### config.mk
export PLATFORM = sky130hd
export DESIGN_NAME = interval_sampler_block_average_map_core
export DESIGN_NICKNAME = d
export VERILOG_FILES = /design/src/rtl/core/isbam_pkg.sv /design/src/rtl/core/isbam_div.sv /design/src/rtl/core/isbam_datapath.sv /design/src/rtl/core/isbam_ctrl.sv /design/src/rtl/core/interval_sampler_block_average_map_core.sv
export VERILOG_INCLUDE_DIRS = /design/src /design/src/rtl/core
export SDC_FILE = /design/constraint.sdc
export NUM_CORES = 2
export LEC_CHECK = 0
export BUFFER_PORTS_ARGS = -buffer_cell sky130_fd_sc_hd__buf_2
export CELL_PAD_IN_SITES_DETAIL_PLACEMENT = 1
export CELL_PAD_IN_SITES_GLOBAL_PLACEMENT = 2
export CORE_MARGIN = 4
export CORE_UTILIZATION = 41
export DETAILED_ROUTE_END_ITERATION = 8
export PLACE_DENSITY_LB_ADDON = 0.1
export REMOVE_ABC_BUFFERS = 1
export SYNTH_ARGS = -nofsm -noshare
export SYNTH_HDL_FRONTEND = slang
export SYNTH_SLANG_ARGS = --single-unit
### constraint.sdc
create_clock -name clock -period 12.3 [get_ports clock]
set_input_delay 0.615 -clock clock [delete_from_list [all_inputs] [get_ports clock]]
set_output_delay 0.615 -clock clock [all_outputs]
set_load 0.01 [all_outputs]
### src/rtl/core/assert_macros.svh
// ---------------------------------------------------------------------------
// Assertion macros
// Shared concurrent assertion forms for the interval sampler core.
// ---------------------------------------------------------------------------
`ifndef ASSERT_MACROS_SVH
`define ASSERT_MACROS_SVH

// Same-cycle implication, checked outside reset.
`define ASSERT_IMPLIES(label, clk, rst, ante, cons) \
   label: assert property (@(posedge clk) disable iff (rst) (ante) |-> (cons)) \
      else $error("assertion failed: same-cycle implication");

// Next-cycle implication, checked outside reset.
`define ASSERT_NEXT(label, clk, rst, ante, cons) \
   label: assert property (@(posedge clk) disable iff (rst) (ante) |=> (cons)) \
      else $error("assertion failed: next-cycle implication");

`endif

### src/rtl/core/isbam_pkg.sv
// ---------------------------------------------------------------------------
// isbam_pkg
// Types, constants and register indexes of the interval sampler core.
// ---------------------------------------------------------------------------
package isbam_pkg;

   // Sampling and averaging
   localparam int MAX_SAMPLES = 16;
   localparam int SAMPLE_BITS = 12;
   localparam int COUNT_W     = $clog2(MAX_SAMPLES + 1);
   localparam int SUM_W       = $clog2(MAX_SAMPLES * ((1 << SAMPLE_BITS) - 1) + 1);
   localparam int TIME_W      = 32;
   localparam int VALUE_W     = 32;
   localparam int CFG_W       = 16;

   // Shared serial divider
   localparam int DIV_W       = 42;
   localparam int DEN_W       = 16;
   localparam int STEP_W      = $clog2(DIV_W + 1);
   localparam int MAP_MAG_W   = 32;

   localparam logic signed [10:0] PER_MILLE = 11'sd1000;

   // Configuration port
   localparam int CSR_IDX_W  = 3;
   localparam int CSR_DATA_W = 16;

   localparam logic [CSR_IDX_W-1:0] CSR_SAMPLE_INTERVAL = 3'd0;
   localparam logic [CSR_IDX_W-1:0] CSR_AVERAGE_COUNT   = 3'd1;
   localparam logic [CSR_IDX_W-1:0] CSR_MAPPING_ENABLE  = 3'd2;
   localparam logic [CSR_IDX_W-1:0] CSR_INPUT_LOW       = 3'd3;
   localparam logic [CSR_IDX_W-1:0] CSR_INPUT_HIGH      = 3'd4;
   localparam logic [CSR_IDX_W-1:0] CSR_OUTPUT_LOW      = 3'd5;
   localparam logic [CSR_IDX_W-1:0] CSR_OUTPUT_HIGH     = 3'd6;

   typedef struct packed {
      logic [TIME_W-1:0]      tick_time;
      logic [SAMPLE_BITS-1:0] adc_sample;
   } isbam_req_type;

   typedef struct packed {
      logic signed [VALUE_W-1:0] value;
      logic signed [VALUE_W-1:0] per_mille;
      logic                      sample_taken;
      logic                      block_done;
      logic                      divide_error;
   } isbam_rsp_type;

   typedef enum logic [3:0] {
      ST_IDLE,
      ST_DECIDE,
      ST_MEAN_GO,
      ST_MEAN_WAIT,
      ST_VAL_SEL,
      ST_MAP_MUL,
      ST_MAP_GO,
      ST_MAP_WAIT,
      ST_MAP_ADD,
      ST_PM_MUL,
      ST_PM_GO,
      ST_PM_WAIT,
      ST_OUTPUT
   } isbam_state_type;

   typedef enum logic [1:0] {
      DIV_MEAN,
      DIV_MAP,
      DIV_PM
   } isbam_div_sel_type;

   typedef struct packed {
      logic              capture;
      logic              div_start;
      isbam_div_sel_type div_sel;
      logic              mean_store;
      logic              val_load;
      logic              map_mul;
      logic              map_add;
      logic              pm_mul;
      logic              out_load;
   } isbam_cmd_type;

   typedef struct packed {
      logic block_done;
      logic map_go;
      logic pm_go;
      logic div_done;
      logic out_free;
   } isbam_status_type;

endpackage

### src/rtl/core/isbam_div.sv
// ---------------------------------------------------------------------------
// isbam_div
// Unsigned restoring divider, one quotient bit per cycle. The dividend
// arrives left-aligned; after the requested number of steps the quotient
// sits in the low bits of the work register.
// ---------------------------------------------------------------------------
`include "assert_macros.svh"

module isbam_div import isbam_pkg::*; (
   input  logic              clock,
   input  logic              reset,
   input  logic              start,
   input  logic [DIV_W-1:0]  num,
   input  logic [DEN_W-1:0]  den,
   input  logic [STEP_W-1:0] steps,
   output logic              done,
   output logic [DIV_W-1:0]  quot
);

   logic              busy_ff, busy_in;
   logic              done_ff, done_in;
   logic [STEP_W-1:0] cnt_ff, cnt_in;
   logic [STEP_W-1:0] steps_ff, steps_in;
   logic [DIV_W-1:0]  work_ff, work_in;
   logic [DEN_W-1:0]  rem_ff, rem_in;
   logic [DEN_W-1:0]  den_ff, den_in;

   logic [DEN_W:0]    trial;
   logic [DEN_W:0]    trial_diff;
   logic              fits;

   assign trial      = {rem_ff, work_ff[DIV_W-1]};
   assign fits       = (trial >= {1'b0, den_ff});
   assign trial_diff = trial - {1'b0, den_ff};

   always_comb begin
      busy_in  = busy_ff;
      done_in  = 1'b0;
      cnt_in   = cnt_ff;
      steps_in = steps_ff;
      work_in  = work_ff;
      rem_in   = rem_ff;
      den_in   = den_ff;
      if (start) begin
         busy_in  = 1'b1;
         cnt_in   = '0;
         steps_in = steps;
         work_in  = num;
         rem_in   = '0;
         den_in   = den;
      end else if (busy_ff) begin
         work_in = {work_ff[DIV_W-2:0], fits};
         rem_in  = fits ? trial_diff[DEN_W-1:0] : trial[DEN_W-1:0];
         cnt_in  = cnt_ff + STEP_W'(1);
         if (cnt_ff == steps_ff - STEP_W'(1)) begin
            busy_in = 1'b0;
            done_in = 1'b1;
         end
      end
   end

   always_ff @(posedge clock) begin
      if (reset) begin
         busy_ff <= 1'b0;
         done_ff <= 1'b0;
         cnt_ff  <= '0;
      end else begin
         busy_ff <= busy_in;
         done_ff <= done_in;
         cnt_ff  <= cnt_in;
      end
   end

   always_ff @(posedge clock) begin
      steps_ff <= steps_in;
      work_ff  <= work_in;
      rem_ff   <= rem_in;
      den_ff   <= den_in;
   end

   assign done = done_ff;
   assign quot = work_ff;

   `ASSERT_IMPLIES(a_no_restart_while_busy, clock, reset, start, !busy_ff)
   `ASSERT_IMPLIES(a_done_follows_busy, clock, reset, done_ff, $past(busy_ff))

endmodule

### src/rtl/core/isbam_datapath.sv
// ---------------------------------------------------------------------------
// isbam_datapath
// Configuration registers, sampling state, mapping and per-mille arithmetic
// around the shared serial divider, and the result register.
// ---------------------------------------------------------------------------
`include "assert_macros.svh"

module isbam_datapath import isbam_pkg::*; (
   input  logic                  clock,
   input  logic                  reset,
   input  logic                  csr_write,
   input  logic [CSR_IDX_W-1:0]  csr_index,
   input  logic [CSR_DATA_W-1:0] csr_wdata,
   input  isbam_req_type         req_data,
   input  isbam_cmd_type         cmd,
   output isbam_status_type      status,
   input  logic                  rsp_stall,
   output logic                  rsp_valid,
   output isbam_rsp_type         rsp_data
);

   localparam logic [SAMPLE_BITS-1:0] SAMPLE_MAX = '1;
   localparam int                     SUM_X_W    = DIV_W + 2;

   // Saturate a wide signed value to the result width.
   function automatic logic signed [VALUE_W-1:0] sat_value(
      input logic signed [SUM_X_W-1:0] x
   );
      if (x[SUM_X_W-1:VALUE_W-1] == {(SUM_X_W-VALUE_W+1){x[SUM_X_W-1]}}) begin
         return x[VALUE_W-1:0];
      end else if (x[SUM_X_W-1]) begin
         return {1'b1, {(VALUE_W-1){1'b0}}};
      end else begin
         return {1'b0, {(VALUE_W-1){1'b1}}};
      end
   endfunction

   // Configuration
   logic [CFG_W-1:0]        interval_ff, interval_in;
   logic [COUNT_W-1:0]      avg_count_ff, avg_count_in;
   logic                    map_en_ff, map_en_in;
   logic signed [CFG_W-1:0] in_low_ff, in_low_in;
   logic signed [CFG_W-1:0] in_high_ff, in_high_in;
   logic signed [CFG_W-1:0] out_low_ff, out_low_in;
   logic signed [CFG_W-1:0] out_high_ff, out_high_in;

   // Sampling state
   logic [TIME_W-1:0]      last_time_ff, last_time_in;
   logic [COUNT_W-1:0]     index_ff, index_in;
   logic [SUM_W-1:0]       sum_ff, sum_in;
   logic [SAMPLE_BITS-1:0] avg_ff, avg_in;
   logic                   taken_ff, taken_in;
   logic                   done_ff, done_in;
   logic [SUM_W-1:0]       mean_num_ff, mean_num_in;
   logic [COUNT_W-1:0]     mean_den_ff, mean_den_in;

   // Arithmetic
   logic signed [VALUE_W-1:0] val_ff, val_in;
   logic signed [DIV_W-1:0]   prod_ff, prod_in;
   logic                      neg_ff, neg_in;

   // Result register
   logic                      rsp_valid_ff, rsp_valid_in;
   isbam_rsp_type             rsp_data_ff, rsp_data_in;

   logic [TIME_W-1:0]         tick_delta;
   logic                      take;
   logic [COUNT_W-1:0]        count_eff;
   logic [SUM_W-1:0]          sum_add;
   logic [COUNT_W-1:0]        idx_add;
   logic                      block_full;

   logic signed [CFG_W:0]     map_den;
   logic                      map_den_zero;
   logic [CFG_W:0]            map_den_abs;
   logic signed [CFG_W:0]     out_high_x;
   logic [CFG_W:0]            out_high_abs;
   logic signed [CFG_W+1:0]   map_a;
   logic signed [CFG_W:0]     map_b;
   logic signed [CFG_W*2+2:0] map_prod;
   logic signed [DIV_W-1:0]   pm_prod;
   logic [DIV_W-1:0]          prod_mag;

   logic [DIV_W-1:0]          div_num;
   logic [DEN_W-1:0]          div_den;
   logic [STEP_W-1:0]         div_steps;
   logic                      div_neg;
   logic                      div_done;
   logic [DIV_W-1:0]          div_quot;
   logic signed [DIV_W:0]     quot_signed;
   logic signed [SUM_X_W-1:0] quot_x;
   logic signed [SUM_X_W-1:0] map_sum;
   logic signed [VALUE_W-1:0] pm_value;
   logic                      div_err;

   // ---------------- configuration writes ----------------
   always_comb begin
      interval_in  = interval_ff;
      avg_count_in = avg_count_ff;
      map_en_in    = map_en_ff;
      in_low_in    = in_low_ff;
      in_high_in   = in_high_ff;
      out_low_in   = out_low_ff;
      out_high_in  = out_high_ff;
      if (csr_write) begin
         unique case (csr_index)
            CSR_SAMPLE_INTERVAL: interval_in  = csr_wdata[CFG_W-1:0];
            CSR_AVERAGE_COUNT:   avg_count_in = csr_wdata[COUNT_W-1:0];
            CSR_MAPPING_ENABLE:  map_en_in    = csr_wdata[0];
            CSR_INPUT_LOW:       in_low_in    = $signed(csr_wdata[CFG_W-1:0]);
            CSR_INPUT_HIGH:      in_high_in   = $signed(csr_wdata[CFG_W-1:0]);
            CSR_OUTPUT_LOW:      out_low_in   = $signed(csr_wdata[CFG_W-1:0]);
            CSR_OUTPUT_HIGH:     out_high_in  = $signed(csr_wdata[CFG_W-1:0]);
            default: ;
         endcase
      end
   end

   // ---------------- sampling ----------------
   assign tick_delta = req_data.tick_time - last_time_ff;
   assign take       = (tick_delta > {{(TIME_W-CFG_W){1'b0}}, interval_ff});
   assign sum_add    = sum_ff + {{(SUM_W-SAMPLE_BITS){1'b0}}, req_data.adc_sample};
   assign idx_add    = index_ff + COUNT_W'(1);
   assign block_full = (idx_add >= count_eff);

   always_comb begin
      if (avg_count_ff == '0) begin
         count_eff = COUNT_W'(1);
      end else if (avg_count_ff > COUNT_W'(MAX_SAMPLES)) begin
         count_eff = COUNT_W'(MAX_SAMPLES);
      end else begin
         count_eff = avg_count_ff;
      end
   end

   always_comb begin
      last_time_in = last_time_ff;
      index_in     = index_ff;
      sum_in       = sum_ff;
      taken_in     = taken_ff;
      done_in      = done_ff;
      mean_num_in  = mean_num_ff;
      mean_den_in  = mean_den_ff;
      if (cmd.capture) begin
         taken_in = take;
         done_in  = take && block_full;
         if (take) begin
            last_time_in = req_data.tick_time;
            if (block_full) begin
               // close the block: hand sum and count to the divider
               index_in    = '0;
               sum_in      = '0;
               mean_num_in = sum_add;
               mean_den_in = idx_add;
            end else begin
               index_in = idx_add;
               sum_in   = sum_add;
            end
         end
      end
   end

   always_comb begin
      avg_in = avg_ff;
      if (cmd.mean_store) begin
         if (div_quot > {{(DIV_W-SAMPLE_BITS){1'b0}}, SAMPLE_MAX}) begin
            avg_in = SAMPLE_MAX;
         end else begin
            avg_in = div_quot[SAMPLE_BITS-1:0];
         end
      end
   end

   // ---------------- mapping and per-mille ----------------
   assign map_den      = $signed({in_high_ff[CFG_W-1], in_high_ff})
                       - $signed({in_low_ff[CFG_W-1], in_low_ff});
   assign map_den_zero = (map_den == '0);
   assign map_den_abs  = map_den[CFG_W] ? -map_den : map_den;
   assign out_high_x   = $signed({out_high_ff[CFG_W-1], out_high_ff});
   assign out_high_abs = out_high_x[CFG_W] ? -out_high_x : out_high_x;

   assign map_a    = $signed({{(CFG_W+2-SAMPLE_BITS){1'b0}}, avg_ff})
                   - $signed({{2{in_low_ff[CFG_W-1]}}, in_low_ff});
   assign map_b    = $signed({out_high_ff[CFG_W-1], out_high_ff})
                   - $signed({out_low_ff[CFG_W-1], out_low_ff});
   assign map_prod = $signed({{(CFG_W+1){map_a[CFG_W+1]}}, map_a})
                   * $signed({{(CFG_W+2){map_b[CFG_W]}}, map_b});
   assign pm_prod  = $signed({{(DIV_W-VALUE_W){val_ff[VALUE_W-1]}}, val_ff})
                   * $signed({{(DIV_W-11){PER_MILLE[10]}}, PER_MILLE});
   assign prod_mag = prod_ff[DIV_W-1] ? -prod_ff : prod_ff;

   always_comb begin
      prod_in = prod_ff;
      if (cmd.map_mul) begin
         prod_in = {{(DIV_W-(CFG_W*2+3)){map_prod[CFG_W*2+2]}}, map_prod};
      end else if (cmd.pm_mul) begin
         prod_in = pm_prod;
      end
   end

   // Divider operands: left-align the dividend to its step count.
   always_comb begin
      case (cmd.div_sel)
         DIV_MAP: begin
            div_num   = {prod_mag[MAP_MAG_W-1:0], {(DIV_W-MAP_MAG_W){1'b0}}};
            div_den   = map_den_abs[DEN_W-1:0];
            div_steps = STEP_W'(MAP_MAG_W);
            div_neg   = prod_ff[DIV_W-1] ^ map_den[CFG_W];
         end
         DIV_PM: begin
            div_num   = prod_mag;
            div_den   = out_high_abs[DEN_W-1:0];
            div_steps = STEP_W'(DIV_W);
            div_neg   = prod_ff[DIV_W-1] ^ out_high_ff[CFG_W-1];
         end
         default: begin
            div_num   = {mean_num_ff, {(DIV_W-SUM_W){1'b0}}};
            div_den   = {{(DEN_W-COUNT_W){1'b0}}, mean_den_ff};
            div_steps = STEP_W'(SUM_W);
            div_neg   = 1'b0;
         end
      endcase
   end

   assign neg_in = cmd.div_start ? div_neg : neg_ff;

   isbam_div u_div (
      .clock (clock),
      .reset (reset),
      .start (cmd.div_start),
      .num   (div_num),
      .den   (div_den),
      .steps (div_steps),
      .done  (div_done),
      .quot  (div_quot)
   );

   assign quot_signed = neg_ff ? -$signed({1'b0, div_quot}) : $signed({1'b0, div_quot});
   assign quot_x      = $signed({quot_signed[DIV_W], quot_signed});
   assign map_sum     = quot_x
                      + $signed({{(SUM_X_W-CFG_W){out_low_ff[CFG_W-1]}}, out_low_ff});

   always_comb begin
      val_in = val_ff;
      if (cmd.val_load) begin
         // mapping with a zero span reads as zero; a live mapping overwrites later
         val_in = map_en_ff ? '0 : $signed({{(VALUE_W-SAMPLE_BITS){1'b0}}, avg_ff});
      end else if (cmd.map_add) begin
         val_in = sat_value(map_sum);
      end
   end

   assign pm_value = status.pm_go ? sat_value(quot_x) : '0;
   assign div_err  = (map_en_ff && map_den_zero) || (out_high_ff == '0);

   // ---------------- result register ----------------
   always_comb begin
      rsp_valid_in = rsp_valid_ff;
      rsp_data_in  = rsp_data_ff;
      if (cmd.out_load) begin
         rsp_valid_in             = 1'b1;
         rsp_data_in.value        = val_ff;
         rsp_data_in.per_mille    = pm_value;
         rsp_data_in.sample_taken = taken_ff;
         rsp_data_in.block_done   = done_ff;
         rsp_data_in.divide_error = div_err;
      end else if (rsp_valid_ff && !rsp_stall) begin
         rsp_valid_in = 1'b0;
      end
   end

   always_comb begin
      status.block_done = done_ff;
      status.map_go     = map_en_ff && !map_den_zero;
      status.pm_go      = (out_high_ff != '0);
      status.div_done   = div_done;
      status.out_free   = !rsp_valid_ff || !rsp_stall;
   end

   assign rsp_valid = rsp_valid_ff;
   assign rsp_data  = rsp_data_ff;

   always_ff @(posedge clock) begin
      if (reset) begin
         interval_ff  <= '0;
         avg_count_ff <= COUNT_W'(1);
         map_en_ff    <= 1'b0;
         in_low_ff    <= '0;
         in_high_ff   <= 16'sd4096;
         out_low_ff   <= '0;
         out_high_ff  <= '0;
         last_time_ff <= '0;
         index_ff     <= '0;
         sum_ff       <= '0;
         avg_ff       <= '0;
         taken_ff     <= 1'b0;
         done_ff      <= 1'b0;
         rsp_valid_ff <= 1'b0;
      end else begin
         interval_ff  <= interval_in;
         avg_count_ff <= avg_count_in;
         map_en_ff    <= map_en_in;
         in_low_ff    <= in_low_in;
         in_high_ff   <= in_high_in;
         out_low_ff   <= out_low_in;
         out_high_ff  <= out_high_in;
         last_time_ff <= last_time_in;
         index_ff     <= index_in;
         sum_ff       <= sum_in;
         avg_ff       <= avg_in;
         taken_ff     <= taken_in;
         done_ff      <= done_in;
         rsp_valid_ff <= rsp_valid_in;
      end
   end

   always_ff @(posedge clock) begin
      mean_num_ff <= mean_num_in;
      mean_den_ff <= mean_den_in;
      val_ff      <= val_in;
      prod_ff     <= prod_in;
      neg_ff      <= neg_in;
      rsp_data_ff <= rsp_data_in;
   end

   `ASSERT_IMPLIES(a_out_load_free, clock, reset, cmd.out_load, !rsp_valid_ff || !rsp_stall)
   `ASSERT_IMPLIES(a_index_in_range, clock, reset, 1'b1, index_ff < COUNT_W'(MAX_SAMPLES))

endmodule

### src/rtl/core/isbam_ctrl.sv
// ---------------------------------------------------------------------------
// isbam_ctrl
// Sequencer: takes one transaction, steps the datapath through mean,
// mapping and per-mille as each applies, then hands the result to the output register.
// ---------------------------------------------------------------------------
`include "assert_macros.svh"

module isbam_ctrl import isbam_pkg::*; (
   input  logic             clock,
   input  logic             reset,
   input  logic             req_valid,
   output logic             req_stall,
   input  isbam_status_type status,
   output isbam_cmd_type    cmd
);

   isbam_state_type state_ff, state_in;

   // Next state
   always_comb begin
      state_in = state_ff;
      unique case (state_ff)
         ST_IDLE:      if (req_valid) state_in = ST_DECIDE;
         ST_DECIDE:    state_in = status.block_done ? ST_MEAN_GO : ST_VAL_SEL;
         ST_MEAN_GO:   state_in = ST_MEAN_WAIT;
         ST_MEAN_WAIT: if (status.div_done) state_in = ST_VAL_SEL;
         ST_VAL_SEL: begin
            if (status.map_go) begin
               state_in = ST_MAP_MUL;
            end else if (status.pm_go) begin
               state_in = ST_PM_MUL;
            end else begin
               state_in = ST_OUTPUT;
            end
         end
         ST_MAP_MUL:   state_in = ST_MAP_GO;
         ST_MAP_GO:    state_in = ST_MAP_WAIT;
         ST_MAP_WAIT:  if (status.div_done) state_in = ST_MAP_ADD;
         ST_MAP_ADD:   state_in = status.pm_go ? ST_PM_MUL : ST_OUTPUT;
         ST_PM_MUL:    state_in = ST_PM_GO;
         ST_PM_GO:     state_in = ST_PM_WAIT;
         ST_PM_WAIT:   if (status.div_done) state_in = ST_OUTPUT;
         ST_OUTPUT:    if (status.out_free) state_in = ST_IDLE;
         default:      state_in = ST_IDLE;
      endcase
   end

   // Commands
   always_comb begin
      cmd         = '0;
      cmd.div_sel = DIV_MEAN;
      req_stall   = (state_ff != ST_IDLE);
      unique case (state_ff)
         ST_IDLE:      cmd.capture = req_valid;
         ST_MEAN_GO: begin
            cmd.div_start = 1'b1;
            cmd.div_sel   = DIV_MEAN;
         end
         ST_MEAN_WAIT: cmd.mean_store = status.div_done;
         ST_VAL_SEL:   cmd.val_load = 1'b1;
         ST_MAP_MUL:   cmd.map_mul = 1'b1;
         ST_MAP_GO: begin
            cmd.div_start = 1'b1;
            cmd.div_sel   = DIV_MAP;
         end
         ST_MAP_ADD: begin
            cmd.map_add = 1'b1;
            cmd.div_sel = DIV_MAP;
         end
         ST_PM_MUL:    cmd.pm_mul = 1'b1;
         ST_PM_GO: begin
            cmd.div_start = 1'b1;
            cmd.div_sel   = DIV_PM;
         end
         ST_OUTPUT:    cmd.out_load = status.out_free;
         default: ;
      endcase
   end

   always_ff @(posedge clock) begin
      if (reset) begin
         state_ff <= ST_IDLE;
      end else begin
         state_ff <= state_in;
      end
   end

   `ASSERT_NEXT(a_capture_leaves_idle, clock, reset, cmd.capture, state_ff != ST_IDLE)

endmodule

### src/rtl/core/interval_sampler_block_average_map_core.sv
// ---------------------------------------------------------------------------
// interval_sampler_block_average_map_core
// Interval sampler with block averaging, linear range mapping and per-mille.
// ---------------------------------------------------------------------------
// Usage:
//   req channel: one transaction per tick carrying tick_time and adc_sample,
//   taken when req_valid is high and req_stall low. req_stall is high while
//   a tick is being worked on.
//   rsp channel: exactly one result per tick (value, per_mille and the
//   sample_taken, block_done, divide_error flags), held in an output
//   register until taken with rsp_valid high and rsp_stall low.
//   csr port: csr_write with csr_index and csr_wdata writes one register;
//   write only while no tick is in flight.
// Timing: all divisions share one restoring divider that retires one
//   quotient bit per cycle. A tick runs a mean division when it closes an
//   averaging block, a mapping division when mapping is enabled with a
//   nonzero input span and a per-mille division with a nonzero output_high;
//   the next tick is taken only after the result has been loaded.
//   The result appears in the same cycle as the next tick can be taken.
// Stall: a waiting result does not block the next tick; only when the next
//   result is ready while the previous one still waits does the core hold.
// Reset: clears the sampling state and loads the register defaults.
// ---------------------------------------------------------------------------
module interval_sampler_block_average_map_core import isbam_pkg::*; (
   input  logic                  clock,
   input  logic                  reset,
   input  logic                  req_valid,
   output logic                  req_stall,
   input  isbam_req_type         req_data,
   output logic                  rsp_valid,
   input  logic                  rsp_stall,
   output isbam_rsp_type         rsp_data,
   input  logic                  csr_write,
   input  logic [CSR_IDX_W-1:0]  csr_index,
   input  logic [CSR_DATA_W-1:0] csr_wdata
);

   isbam_cmd_type    cmd;
   isbam_status_type status;

   isbam_ctrl u_ctrl (
      .clock     (clock),
      .reset     (reset),
      .req_valid (req_valid),
      .req_stall (req_stall),
      .status    (status),
      .cmd       (cmd)
   );

   isbam_datapath u_datapath (
      .clock     (clock),
      .reset     (reset),
      .csr_write (csr_write),
      .csr_index (csr_index),
      .csr_wdata (csr_wdata),
      .req_data  (req_data),
      .cmd       (cmd),
      .status    (status),
      .rsp_stall (rsp_stall),
      .rsp_valid (rsp_valid),
      .rsp_data  (rsp_data)
   );

endmodule
==> metrics <==
CP arrival=10.63 ns; mean routed wirelength per cell=22.5 microns; FP Rows=118; synthesized area=0.0430 sq mm; clk_skew=0.0464 ns; largest family of logic cells by synthesized area=adder cells; Synth area leaders=fa_1 20%, edfxtp_1 16%, ha_1 11%, dfxtp_1 8.5%, nand2_1 5.0%; worst min-delay path class=in -> reg; Post-CTS Setup Bufs=0; adder-cell share of the synthesized area=0.305; Crit. End Element=flip-flop; Final Hold Viols=0; area growth from synthesis to layout=9.07%; post-synthesis mux area share=0.00919; worst slew pin tran=1.24 ns; Starting Density=0.414; worst-case reg-to-reg path depth=37; Root Buffer=clkbuf_16; worst-path fanout max=11; compound-cell area share of the yosys netlist=0.160; relative slew slack=0.164; H-tree depth=2; initial antenna violation count=2; vias in the first global route=36967; Post-Synth Simple-Gate Area=0.155; Max Clk Rate=0.0982 GHz; gr usage total=0.255; WHS Path Cells=3; Die W=332 microns; hold path startpoint=req_data[21]; CTS Buf Count=50; Die Span Y=332 microns; cell with the largest stage delay on the worst path=xnor2_1; CP Launch Point=u_datapath.avg_ff[0]; Slew Viols, Final=0; core area=0.104 sq mm; crit-path leading delay family=adder cells; cells after synthesis=4831; Post-CTS Hold Fix Bufs=0; clk_lat worst skew=0.66 ns; WP data required=12.75 ns; vias=35120; setup violators final=0; grt ovf=0; Final nets=5750; Syn Area/Cell=8.91 sq um; Post-CTS Resized=0; post-synth cell types=94; Max Cap Viol=0; DR DRC count=0; post-route ant nets=0; DRT Wirelength=142000 microns; DR iter-0 viols=2156; top cell type's share of synthesized area=0.198; Worst-path clk slew=0.06 ns; status=completed; Worst R2R Start=u_datapath.avg_ff[0]; Min Clock Period, post-route=10.18 ns; first-pass GRT wire length=222000 microns; largest net degree at the start of global routing=80; Main synth FF type=edfxtp_1; startpoint type of the worst setup path=flip-flop; XOR/XNOR share of the synthesized area=0.0623; GP Congestion=0.889; Post-synth EDFFs=224; buffer and inverter count on the worst path=6; leading area contributor after synthesis=fa_1; TritonCTS clock tree=built; CTS max path bufs=3; Sink Count=406; CP dominant cell by count=fa_1; HPWL after detailed placement=114000 microns; critical path type=reg -> reg; register area share after synthesis=0.241; #FFs+latches synth=406; ys async rst share=0; Final period util=0.828; Die ar.=0.110 sq mm; first-pass iteration count of the detailed router=5; I/O pin count=137; RSZ-0062 raised after global routing=false; Yosys warning count=0; PortBufs=136; CP Depth=37; Fin Setup TNS=0 ns; Antenna Cells=0; CP peak stage delay=0.96 ns; routed vias/inst=5.57; fraction of layout cells with a size suffix above 1=0.0755
cell families after synthesis:
logic type,after synthesis
AO/OA/AOI/OAI,1086
XOR/XNOR,306
adder cells (fa/ha/maj),794
buffers and inverters,762
flip-flops,406
multiplexers,39
AND/OR/NAND/NOR,1438
placed cells by master (no fill, tap or decap), drive strengths merged, types with 96 or more instances in the layout:
cell type	Yosys	final
a21oi	331	331
xor2	96	96
nand2	574	574
inv	568	569
nor2	316	316
ha	369	369
o21ai	280	280
xnor2	210	210
nand3	128	128
buf	33	198
edfxtp	224	224
fa	425	425
dfxtp	182	182
through the flow:
stage               instances  setup WS, ns  hold WS (ns)  instance area (sq um)   util
finish                   6310          2.12         0.227                  46900  0.452
global route             6310          1.33         0.202                  46900  0.452
global placement         6216          2.33         0.414                  45200  0.435
detailed placement       6216          2.14         0.448                  45200  0.435
floorplan                4638          3.29         0.408                  42300      -
CTS                      6310          2.03         0.173                  46900  0.452
worst reg2reg max path: cells and delay by family, from the launching register on:
kind / cells / cell delay (ns)
adder cells (fa/ha/maj): 9 / 3.92
AND/OR/NAND/NOR: 6 / 0.99
XOR/XNOR: 2 / 1.38
flip-flops: 1 / 0.33
buffers and inverters: 6 / 0.33
AO/OA/AOI/OAI: 14 / 3.04
cell type report:
cell class	count	area, sq um
multi-input combinational	3663	29800
timing repair buffer	198	1150
clock inverter	34	364
inverter	569	2140
fill	12173	57000
sequential	406	10400
clock buffer	60	1360
tap	1380	1730
sequential cells by signal, indices dropped and copies added, names as in the netlist, 3 cells and up:
name and flops:
u_datapath.u_div.den_ff 16, u_datapath.interval_ff 16, u_datapath.out_high_ff 16, u_ctrl.state_ff 4
u_datapath.last_time_ff 32, u_datapath.rsp_data 67, u_datapath.avg_count_ff 5, u_datapath.u_div.rem_ff 16
u_datapath.mean_den_ff 5, u_datapath.val_ff 32, u_datapath.mean_num_ff 16, u_datapath.index_ff 5
u_datapath.u_div.steps_ff 3, u_datapath.in_low_ff 16, u_datapath.u_div.cnt_ff 6, u_datapath.prod_ff 42
u_datapath.out_low_ff 16, u_datapath.u_div.quot 42, u_datapath.sum_ff 16, u_datapath.avg_ff 12
u_datapath.in_high_ff 16
path summary, 6_finish.rpt:
kind / endpoint / slack [ns]
max: u_datapath.prod_ff[41] / 2.12
min: u_datapath.last_time_ff[9] / 0.23
max reg2reg: u_datapath.prod_ff[41] / 2.12
min reg2reg: u_datapath.interval_ff[10] / 0.46
per-layer routing:
metal,share of wire,GRT usage
met1,0.47,0.365
met2,0.46,0.413
met3,0.038,0.0277
met4,0.027,0.0653
met5,0,0
synth_stat cells, types with 53 or more instances:
| library cell | instances |
|---|---|
| nand2_1 | 574 |
| inv_1 | 568 |
| fa_1 | 425 |
| ha_1 | 369 |
| a21oi_1 | 330 |
| nor2_1 | 316 |
| o21ai_0 | 271 |
| edfxtp_1 | 224 |
| xnor2_1 | 210 |
| dfxtp_1 | 182 |
| clkbuf_1 | 158 |
| nand3_1 | 127 |
| xor2_1 | 96 |
| nor3_1 | 80 |
| a21o_1 | 77 |
| nor2b_1 | 53 |
Power is left out: the tool's default activity adds up to more than one toggle a clock period on the data nets, which glitch-free logic cannot reach.
